--- src/rit_pkg.sv ---
// Shared constants, codes and transaction types of the recent id table.
`default_nettype none

package rit_pkg;

  localparam int LIST_DEPTH    = 16;
  localparam int IDX_W         = (LIST_DEPTH > 1) ? $clog2(LIST_DEPTH) : 1;
  localparam int CNT_W         = $clog2(LIST_DEPTH + 1);
  localparam int KEY_W         = 128;
  localparam int HALF_W        = 64;
  localparam int ENTRY_COUNT_W = 5;
  localparam int ADDR_W        = 5;
  localparam int DATA_W        = 64;

  // Operation codes
  localparam logic OP_QUERY  = 1'b0;
  localparam logic OP_RECORD = 1'b1;

  // Key kinds
  localparam logic [1:0] KIND_NONE      = 2'd0;
  localparam logic [1:0] KIND_MALFORMED = 2'd1;
  localparam logic [1:0] KIND_VALID     = 2'd2;

  // Own-id modes
  localparam logic [1:0] MODE_NONE     = 2'd0;
  localparam logic [1:0] MODE_SPECIFIC = 2'd1;
  localparam logic [1:0] MODE_WILDCARD = 2'd2;

  // Register indexes
  localparam logic [1:0] REG_OWN_HIGH = 2'd0;
  localparam logic [1:0] REG_OWN_LOW  = 2'd1;
  localparam logic [1:0] REG_OWN_MODE = 2'd2;

  typedef struct packed {
    logic              op;
    logic [1:0]        key_kind;
    logic [HALF_W-1:0] key_high;
    logic [HALF_W-1:0] key_low;
  } in_item_t;

  typedef struct packed {
    logic                     match;
    logic [ENTRY_COUNT_W-1:0] entry_count;
  } out_item_t;

  typedef struct packed {
    logic [HALF_W-1:0] own_id_high;
    logic [HALF_W-1:0] own_id_low;
    logic [1:0]        own_id_mode;
  } cfg_t;

endpackage

`default_nettype wire

--- src/rit_cfg_regs.sv ---
// Configuration register file behind the APB-style port.
`default_nettype none

module rit_cfg_regs (
  input  wire logic                       clk_i,
  input  wire logic                       rst_ni,
  input  wire logic                       psel,
  input  wire logic                       penable,
  input  wire logic                       pwrite,
  input  wire logic [rit_pkg::ADDR_W-1:0] paddr,
  input  wire logic [rit_pkg::DATA_W-1:0] pwdata,
  output logic      [rit_pkg::DATA_W-1:0] prdata,
  output logic                            pready,
  output rit_pkg::cfg_t                   cfg_o
);

  rit_pkg::cfg_t cfg_q;
  logic [1:0]    reg_idx;
  logic          wr_en;

  assign reg_idx = paddr[4:3];
  assign wr_en   = psel & penable & pwrite;
  assign pready  = 1'b1;
  assign cfg_o   = cfg_q;

  // Write the addressed register on the access cycle
  always_ff @(posedge clk_i or negedge rst_ni) begin
    if (!rst_ni) begin
      cfg_q <= '0;
    end else if (wr_en) begin
      case (reg_idx)
        rit_pkg::REG_OWN_HIGH: cfg_q.own_id_high <= pwdata;
        rit_pkg::REG_OWN_LOW:  cfg_q.own_id_low  <= pwdata;
        rit_pkg::REG_OWN_MODE: cfg_q.own_id_mode <= pwdata[1:0];
        default: ;
      endcase
    end
  end

  // Return the addressed register
  always_comb begin
    case (reg_idx)
      rit_pkg::REG_OWN_HIGH: prdata = cfg_q.own_id_high;
      rit_pkg::REG_OWN_LOW:  prdata = cfg_q.own_id_low;
      rit_pkg::REG_OWN_MODE: prdata = {{(rit_pkg::DATA_W-2){1'b0}}, cfg_q.own_id_mode};
      default:               prdata = '0;
    endcase
  end

endmodule

`default_nettype wire

--- src/recent_id_table_core.sv ---
// Recent id table: move-to-front list of 128-bit ids walked by one shared comparator.
// A transaction is accepted in idle, then passes the decide state, an optional walk over the
// held entries and the done state; the walk does one entry compare per cycle.
// A new transaction is taken only once the result is loaded; input stall stays high from
// accept to result load, and longer while a waiting result is stalled.
// Reset clears the entry count, the sequencer and the output valid; list entries are
// not cleared, since only entries below the count are ever used.
`default_nettype none

module recent_id_table_core (
  input  wire logic                       clk_i,
  input  wire logic                       rst_ni,
  input  wire logic                       in_valid_i,
  output logic                            in_stall_o,
  input  wire rit_pkg::in_item_t          in_item_i,
  output logic                            out_valid_o,
  input  wire logic                       out_stall_i,
  output rit_pkg::out_item_t              out_item_o,
  input  wire logic                       psel,
  input  wire logic                       penable,
  input  wire logic                       pwrite,
  input  wire logic [rit_pkg::ADDR_W-1:0] paddr,
  input  wire logic [rit_pkg::DATA_W-1:0] pwdata,
  output logic      [rit_pkg::DATA_W-1:0] prdata,
  output logic                            pready
);

  localparam logic [1:0] ST_IDLE   = 2'd0;
  localparam logic [1:0] ST_DECIDE = 2'd1;
  localparam logic [1:0] ST_WALK   = 2'd2;
  localparam logic [1:0] ST_DONE   = 2'd3;

  rit_pkg::cfg_t cfg;

  logic [1:0]                 state_q, state_d;
  logic [rit_pkg::CNT_W-1:0]  held_q, held_d;
  logic [rit_pkg::CNT_W-1:0]  idx_q, idx_d;
  logic                       match_q, match_d;
  logic                       out_valid_q, out_valid_d;
  rit_pkg::out_item_t         out_item_q, out_item_d;
  logic                       op_q;
  logic [1:0]                 kind_q;
  logic [rit_pkg::KEY_W-1:0]  key_q;
  logic [rit_pkg::KEY_W-1:0]  carry_q, carry_d;
  logic [rit_pkg::KEY_W-1:0]  rdata_q;
  logic [rit_pkg::KEY_W-1:0]  mem_q [rit_pkg::LIST_DEPTH];

  logic                             in_accept;
  logic [rit_pkg::KEY_W-1:0]        cmp_b;
  logic                             cmp_eq;
  logic                             at_end;
  logic [rit_pkg::CNT_W-1:0]        idx_inc;
  logic [rit_pkg::IDX_W-1:0]        raddr;
  logic                             we;
  logic [rit_pkg::CNT_W+rit_pkg::ENTRY_COUNT_W-1:0] cnt_ext;

  rit_cfg_regs u_cfg (
    .clk_i   (clk_i),
    .rst_ni  (rst_ni),
    .psel    (psel),
    .penable (penable),
    .pwrite  (pwrite),
    .paddr   (paddr),
    .pwdata  (pwdata),
    .prdata  (prdata),
    .pready  (pready),
    .cfg_o   (cfg)
  );

  function automatic logic [rit_pkg::CNT_W-1:0] held_inc(
    input logic [rit_pkg::CNT_W-1:0] cnt
  );
    return cnt + rit_pkg::CNT_W'(1);
  endfunction

  assign in_stall_o  = (state_q != ST_IDLE);
  assign in_accept   = in_valid_i & ~in_stall_o;
  assign out_valid_o = out_valid_q;
  assign out_item_o  = out_item_q;

  // Shared comparator: own id while deciding, the read entry while walking
  assign cmp_b   = (state_q == ST_DECIDE) ? {cfg.own_id_high, cfg.own_id_low} : rdata_q;
  assign cmp_eq  = (key_q == cmp_b);
  assign at_end  = (idx_q == held_q);
  assign idx_inc = idx_q + rit_pkg::CNT_W'(1);

  // Prefetch the next entry while walking, else the front entry
  assign raddr   = (state_q == ST_WALK) ? idx_inc[rit_pkg::IDX_W-1:0] : '0;
  assign cnt_ext = {{rit_pkg::ENTRY_COUNT_W{1'b0}}, held_q};

  // Sequencer
  always_comb begin
    state_d     = state_q;
    held_d      = held_q;
    idx_d       = idx_q;
    match_d     = match_q;
    carry_d     = carry_q;
    out_valid_d = out_valid_q;
    out_item_d  = out_item_q;
    we          = 1'b0;

    if (out_valid_q && !out_stall_i) begin
      out_valid_d = 1'b0;
    end

    case (state_q)
      ST_IDLE: begin
        if (in_accept) begin
          idx_d   = '0;
          carry_d = {in_item_i.key_high, in_item_i.key_low};
          state_d = ST_DECIDE;
        end
      end
      ST_DECIDE: begin
        match_d = 1'b0;
        state_d = ST_DONE;
        if (op_q == rit_pkg::OP_QUERY) begin
          if (kind_q == rit_pkg::KIND_NONE || cfg.own_id_mode == rit_pkg::MODE_WILDCARD) begin
            match_d = 1'b1;
          end else if (kind_q != rit_pkg::KIND_VALID) begin
            match_d = 1'b0;
          end else if (cfg.own_id_mode == rit_pkg::MODE_SPECIFIC && cmp_eq) begin
            match_d = 1'b1;
          end else if (held_q != '0) begin
            state_d = ST_WALK;
          end
        end else if (kind_q == rit_pkg::KIND_VALID) begin
          state_d = ST_WALK;
        end
      end
      ST_WALK: begin
        if (at_end) begin
          // Key absent: on a record, append the carried entry unless the list is full
          match_d = 1'b0;
          state_d = ST_DONE;
          if (op_q == rit_pkg::OP_RECORD &&
              held_q < rit_pkg::CNT_W'(rit_pkg::LIST_DEPTH)) begin
            we     = 1'b1;
            held_d = held_inc(held_q);
          end
        end else begin
          // On a record, shift the carried entry into this slot and carry the old one on
          if (op_q == rit_pkg::OP_RECORD) begin
            we      = 1'b1;
            carry_d = rdata_q;
          end
          if (cmp_eq) begin
            match_d = 1'b1;
            state_d = ST_DONE;
          end else begin
            idx_d = idx_inc;
          end
        end
      end
      ST_DONE: begin
        if (!out_valid_q || !out_stall_i) begin
          out_valid_d            = 1'b1;
          out_item_d.match       = match_q;
          out_item_d.entry_count = cnt_ext[rit_pkg::ENTRY_COUNT_W-1:0];
          state_d                = ST_IDLE;
        end
      end
      default: state_d = ST_IDLE;
    endcase
  end

  // Control state
  always_ff @(posedge clk_i or negedge rst_ni) begin
    if (!rst_ni) begin
      state_q     <= ST_IDLE;
      held_q      <= '0;
      out_valid_q <= 1'b0;
    end else begin
      state_q     <= state_d;
      held_q      <= held_d;
      out_valid_q <= out_valid_d;
    end
  end

  // Payload and walk registers
  always_ff @(posedge clk_i) begin
    idx_q      <= idx_d;
    match_q    <= match_d;
    carry_q    <= carry_d;
    out_item_q <= out_item_d;
    if (in_accept) begin
      op_q   <= in_item_i.op;
      kind_q <= in_item_i.key_kind;
      key_q  <= {in_item_i.key_high, in_item_i.key_low};
    end
  end

  // List storage: at most one write and one registered read per cycle
  always_ff @(posedge clk_i) begin
    if (we) begin
      mem_q[idx_q[rit_pkg::IDX_W-1:0]] <= carry_q;
    end
    rdata_q <= mem_q[raddr];
  end

endmodule

`default_nettype wire

--- config.mk ---
export PLATFORM = sky130hd
export DESIGN_NAME = recent_id_table_core
export DESIGN_NICKNAME = d
export VERILOG_FILES = /design/src/rit_pkg.sv /design/src/rit_cfg_regs.sv /design/src/recent_id_table_core.sv
export SDC_FILE = /design/constraint.sdc
export NUM_CORES = 2
export LEC_CHECK = 0
export BUFFER_PORTS_ARGS = -buffer_cell sky130_fd_sc_hd__buf_2
export CORE_ASPECT_RATIO = 0.5
export CORE_UTILIZATION = 56
export DETAILED_ROUTE_END_ITERATION = 10
export PLACE_DENSITY_LB_ADDON = 0.1
export SETUP_SLACK_MARGIN = 0.5
export SYNTH_ARGS = -nofsm -noshare
export SYNTH_HDL_FRONTEND = slang
export SYNTH_SLANG_ARGS = --single-unit
--- constraint.sdc ---
create_clock -name clk_i -period 9.94 [get_ports clk_i]
set_input_delay 2.485 -clock clk_i [delete_from_list [all_inputs] [get_ports clk_i]]
set_output_delay 2.485 -clock clk_i [all_outputs]
set_load 0.02 [all_outputs]
* Word-level counts from Yosys, hierarchy flattened
Memory sizes are Yosys's and may differ from the RTL's. A register that Yosys moved wholly into a read port is not among the register bits.
Cells that the tools add are included.
W data, S select, Z words.
** Storage, ports and cells
- Register bits :: 409
- Latch bits :: 0
- Memory bits (writable) :: 2048
- ROM bits :: 0
- Input port bits :: 207
- Output and inout port bits :: 73
- Word-level logic and storage cells :: 100
- Memories kept :: 1
** Memories
- mem_q :: words 16, bits a word 128, rd ports 1, clocked after memory_dff 1, write ports 1, line recent_id_table_core.sv:46 : logic [rit_pkg::KEY_W-1:0] mem_q [rit_pkg::LIST_DEPTH];
** Cells by class
- Add/sub/neg operators :: 2
- Multipliers :: 0
- Div/mod/pow operators :: 0
- $lt $le $gt $ge :: 1
- Eq/ne operators :: 17
- Shift operators :: 0
- Multiplexer cells :: 38
- Bitwise logic cells :: 4
- Reductions and logical operators :: 23
** Operators by type and width (count)
- $mux W128 :: 4
- $pmux W128 S2 :: 1
- $pmux W64 S3 :: 1
- $eq A128 B128 Y1 :: 1
- $mux W1 :: 20
- $mux W5 :: 3
- $ne A2 B2 Y1 const B :: 6
- $add A5 B1 Y5 const B :: 2
- $eq A2 B2 Y1 const B :: 5
- $mux W2 :: 5
- $pmux W5 S2 :: 1
- $reduce_and A2 Y1 :: 5
- $pmux W2 S4 :: 1
- $reduce_and A4 Y1 :: 2
- $eq A2 B1 Y1 const B :: 3
- $logic_not A2 Y1 :: 3
- $reduce_and A3 Y1 :: 2
- $reduce_bool A2 Y1 :: 3
- $eq A5 B5 Y1 :: 1
- $lt A5 B5 Y1 const B :: 1
- $reduce_bool A5 Y1 :: 1
- $mux W4 :: 1
- $and A1 B1 Y1 :: 3
- $logic_and A1 B1 Y1 :: 3
- 5 further kinds :: 7

* Depth between registers and ports, before layout
- Depth after elaboration :: 9
- Mapped depth :: 13

* Cells and area by module
Synthesis repeated with hierarchy kept, for this count alone.
** Unflattened totals
- Cells, all modules :: 6776
- Area total of the unflattened synthesis :: 101961.5 um^2
** Modules (own cells, without submodules)
- recent_id_table_core :: instances 1, cells each 6351, area an instance 95840.7 um^2, seq. area each 72399.4 um^2
- rit_cfg_regs :: instances 1, cells each 425, area an instance 6120.9 um^2, seq. area each 3253.1 um^2

* Worst setup path after synthesis
No wires, ideal clock.
- Path type :: register to register
- Start point :: register idx_q[0] (netlist bit)
- End point :: memory mem_q[3][0] (netlist bit) (enable)
- Arrival time :: 10.016 ns
- Required time :: 9.168 ns
- Slack :: -0.848 ns
- Cell stages (with the launch flop) :: 9
- Period minus slack after synthesis :: 10.788 ns
- Path through :: edfxtp_1 > clkbuf_1 > xor2_1 > nor3_1 > nand3_1 > inv_1 > a21oi_1 > nand2_1 > nor3_1
** On the way
- Longest elaborated chain between the ends :: 5
** Ends and longest elaborated chain
- from (decl) :: line recent_id_table_core.sv:37 : logic [rit_pkg::CNT_W-1:0] idx_q, idx_d;
- from (signal assigned) :: line recent_id_table_core.sv:182 : idx_q <= idx_d;
- $eq A5 B5 Y1 :: line recent_id_table_core.sv:84 : assign at_end = (idx_q == held_q);
- $mux W1 :: line recent_id_table_core.sv:132 : if (at_end) begin
- $mux W1 :: line recent_id_table_core.sv:106 : case (state_q)
- $mux W1 :: line recent_id_table_core.sv:195 : if (we) begin
- $mux W1 (implied by the code) :: line recent_id_table_core.sv:196 : mem_q[idx_q[rit_pkg::IDX_W-1:0]] <= carry_q;
- to (decl) :: line recent_id_table_core.sv:46
Parallel ways exist; a longest one is shown, timed or not.

* Worst setup path in the final report
- Start point :: input paddr[3] (netlist bit)
- End point :: output prdata[9] (netlist bit)
** On the way
- Longest elaborated chain between the ends :: 2
- Elaborated cells on any way between the ends :: 4
- Classes of those cells :: eq/ne: 2; mux: 1; reduce/logical: 1
** Ends and longest elaborated chain
- from (decl) :: line recent_id_table_core.sv:22 : input wire logic [rit_pkg::ADDR_W-1:0] paddr,
- $eq A2 B2 Y1 (tied with other cells) :: line rit_cfg_regs.sv:42 : case (reg_idx)
- $pmux W64 S3 (*) :: line rit_cfg_regs.sv:42
- to (decl) :: line recent_id_table_core.sv:24 : output logic [rit_pkg::DATA_W-1:0] prdata,
Mark *: on every way between the ends. The rest lies on a longest branch, timed or not.

==> flow_summary.yaml <==
floorplan:
  floorplan.core_area_mm2: 0.178
  initial_core_util_pct: 56.8
  die-area_mm2: 0.183
  top_level_ports: 280
  dieWidth_um: 603
  standard_cell_row_count: 109
  fp.dieH_um: 303
yosys:
  synthesis.area_mm2: 0.101
  yosys_most_used_dff: "sky130_fd_sc_hd__edfxtp_1"
  synth_top_cell_by_area: "sky130_fd_sc_hd__edfxtp_1"
  cell_count_after_synthesis: 5908
  synth_nets: 6126
  netlist-cell-type-count: 44
  yosysWarningCount: 0
  synth_area_leaders: "sky130_fd_sc_hd__edfxtp_1 (69%), sky130_fd_sc_hd__mux2i_1 (8.2%), sky130_fd_sc_hd__dfrtp_1 (3.4%), sky130_fd_sc_hd__mux4_2 (2.9%), sky130_fd_sc_hd__mux2_2 (2.9%)"
  yosysSeqAreaShare_pct: 74.7
  syn_area_per_cell_um2: 17.1
  async_reset_ff_share_pct: 5.34
  postSynthRegisterBits: 2585
  synth-edff-count: 2319
  synthDominantCellAreaShare_pct: 68.8
placed_design:
  place.gp.congestion: 0.856
  place_ws_ns: 3.19
  dp.final_hpwl_mm: 155
  buffer_ports.inserted: 275
drt:
  first_drt_iteration_drcs: 6409
  wire_per_inst_um: 32.5
  drt-vias-per-instance: 6.42
  num_vias: 55931
  drcViolationCount: 0
  ant_nets: 0
  firstDrtPassIters: 6
  drt-total-wl_mm: 283
clock_network:
  numCtsBuffers: 221
  maximum_count_of_clock_buffers_along_a_single_path: 4
  post_cts_resized: 0
  clock_tree_from_tritoncts: "done"
  hold_buffer_count_at_cts: 0
  cts.reportedPaths.clkPinSlew_ns: 0.07
  cts_setup_buffers: 0
  cts_sinks: 2585
  clock_latency_ns: 0.87
  clock_tree.htree_level_count: 4
  root_buffer: "sky130_fd_sc_hd__clkbuf_16"
pwr:
  power_density_mw_per_mm2: 293
  irDropWorstVdd_v: 0.000281
  power_leakage_uw: 0.0375
global_route:
  via_count_of_the_first_global_routing_pass: 53643
  grt_overflow_total: 0
  grt_pass1_wl_mm: 398
  antenna_violations_before_repair: 31
  grt_max_degree: 149
  track_usage_pct: 30.9
worst_hold_path:
  worst_hold_path_type: "flop to flop"
timing:
  unrepaired_setup_endpoints_after_global_routing: "false"
  report.final.setup_viol: 0
  timing.final.ws_setup_ns: 3.15
  timing.slew.headroom_pct: 6.74
  fin_crit_ns: 6.79
  crit_share_post_route_pct: 68.4
  tightest_pin_transition_ns: 1.39
  tns_ns: 0
  number_of_max_slew_violations_in_the_final_report: 0
  final.setup_skew_ns: 0.0350
  finalHoldViolations: 0
  achievable-frequency_mhz: 147
  fin_hold_ws_ns: 0.458
worst_setup_path:
  critical-path-slowest-cell: "sky130_fd_sc_hd__buf_4"
  crit_family: "buffers and inverters"
  crit_type: "input port to primary output"
  cpPeakStageDelay_ns: 0.78
  critical_path_arrival_ns: 4.31
  startpoint_type: "input port"
  timing.critical_path.fanout_max: 41
  cp_cell_sequence: "buf_4 > buf_4 > mux2i_1 > nor2_1 > buf_2"
  crit_path_frequent_cell: "sky130_fd_sc_hd__buf_4"
  cp_num_buf_inv: 3
  worstPathRequired_ns: 7.46
  timing.critical_path.to_type: "primary output"
final_layout:
  layout.cells.most_common: "sky130_fd_sc_hd__edfxtp_1"
  final_layout_size_suffix_gt1_share_pct: 17.3
  final.fill_count: 12614
  nNetsFinal: 6355
  syn_to_final_growth_pct: 10.9
  layout_common_cells: "sky130_fd_sc_hd__edfxtp_1 (2319), sky130_fd_sc_hd__mux2i_1 (827), sky130_fd_sc_hd__nand2_1 (647), sky130_fd_sc_hd__buf_2 (273), sky130_fd_sc_hd__mux2_2 (259)"
  post_layout_utilization_of_the_core_pct: 63.0
run_status:
  run_status: "finished, final reports clean"
job:
  number_of_max_capacitance_violations_reported: 0
-- metal layers --
layer / up-vias / track usage, % / share of wire, %
met5: - / 0 / 0.0092
met2: 2745 / 47.2 / 45
li1: 23452 / - / -
met3: 428 / 6.05 / 9.6
met1: 29302 / 45.1 / 42
met4: 4 / 10.3 / 3.5
-- area by class of cell --
type / instances / area, µm² / share of cell area, %
Tap cell: 2386 / 2990 / 2.66
Clock inverter: 77 / 584 / 0.520
Sequential cell: 2585 / 75700 / 67.4
Inverter: 12 / 67.6 / 0.0602
Multi-Input combinational cell: 2955 / 24300 / 21.6
Antenna cell: 13 / 32.5 / 0.0290
Timing Repair Buffer: 362 / 2340 / 2.08
Clock buffer: 325 / 6320 / 5.63
-- final timing paths --
| kind | endpoint | depth (start not counted) | slack, ns | start |
|---|---|---|---|---|
| worst min register to register | out_item_o[5] | 0 | 0.46 | match_q |
| min in group asynchronous | u_cfg.cfg_o[78] | 1 | 1.68 | rst_ni |
| worst min-delay path | out_item_o[5] | 0 | 0.46 | match_q |
| worst max register to register | rdata_q[108] | 10 | 4.50 | idx_q[0] |
| worst max-delay path | prdata[9] | 5 | 3.15 | paddr[3] |
| max in group asynchronous | u_cfg.cfg_o[43] | 2 | 6.85 | rst_ni |
-- logic make-up after synthesis --
group / Yosys count / share of synthesized area [%]
other cells: 1 / 0.00370
compound gates: 532 / 3.92
simple gates: 1056 / 4.57
buf+inv: 368 / 1.48
xor+xnor: 139 / 1.20
fa+ha+maj: 11 / 0.136
mux: 1216 / 14.0
flops: 2585 / 74.7
-- where the power goes --
group / switching (µW) / total (µW) / internal [µW]
sequential: 1700 / 15800 / 14100
combinational: 5450 / 8660 / 3210
clock: 3830 / 8450 / 4620
-- per-stage QoR --
step | std cells | total power (µW) | instance area (µm²)
detailed placement | 8300 | 24500 | 105000
global placement | 8300 | 24300 | 105000
finish | 8715 | 32900 | 112000
global route | 8712 | 34000 | 112000
floorplan | 5908 | 21000 | 101000
CTS | 8702 | 32900 | 112000
-- Yosys cell counts, drive strengths merged, types with 34 or more instances --
library cell  number
edfxtp          2319
mux2i            827
nand2            650
clkbuf           263
mux2             259
a311oi           254
dfrtp            138
xnor2            134
nand3            133
a21oi            132
mux4             130
nor2b            129
dfxtp            128
a211oi           127
buf               93
nor2              80
nor4              34
-- flip-flops by register name (all words and copies together) (netlist names) --
signal	cells
kind_q	2
op_q	1
out_valid_o	1
rdata_q	128
u_cfg.cfg_o	130
held_q	5
key_q	128
state_q	2
match_q	1
idx_q	5
mem_q	2048
out_item_o	6
carry_q	128
-- worst reg2reg max path: stages, from the launching register on --
cell	delay, ns
sky130_fd_sc_hd__edfxtp_1	0.39
sky130_fd_sc_hd__buf_12	0.48
sky130_fd_sc_hd__buf_4	0.92
sky130_fd_sc_hd__buf_4	0.83
sky130_fd_sc_hd__buf_12	0.64
sky130_fd_sc_hd__buf_4	1.04
sky130_fd_sc_hd__nor2b_1	0.14
sky130_fd_sc_hd__a211oi_1	0.23
sky130_fd_sc_hd__a311oi_1	0.09
sky130_fd_sc_hd__a311oi_1	0.43
sky130_fd_sc_hd__a21oi_1	0.08
No activity file was read; power rests on OpenSTA's default activity.
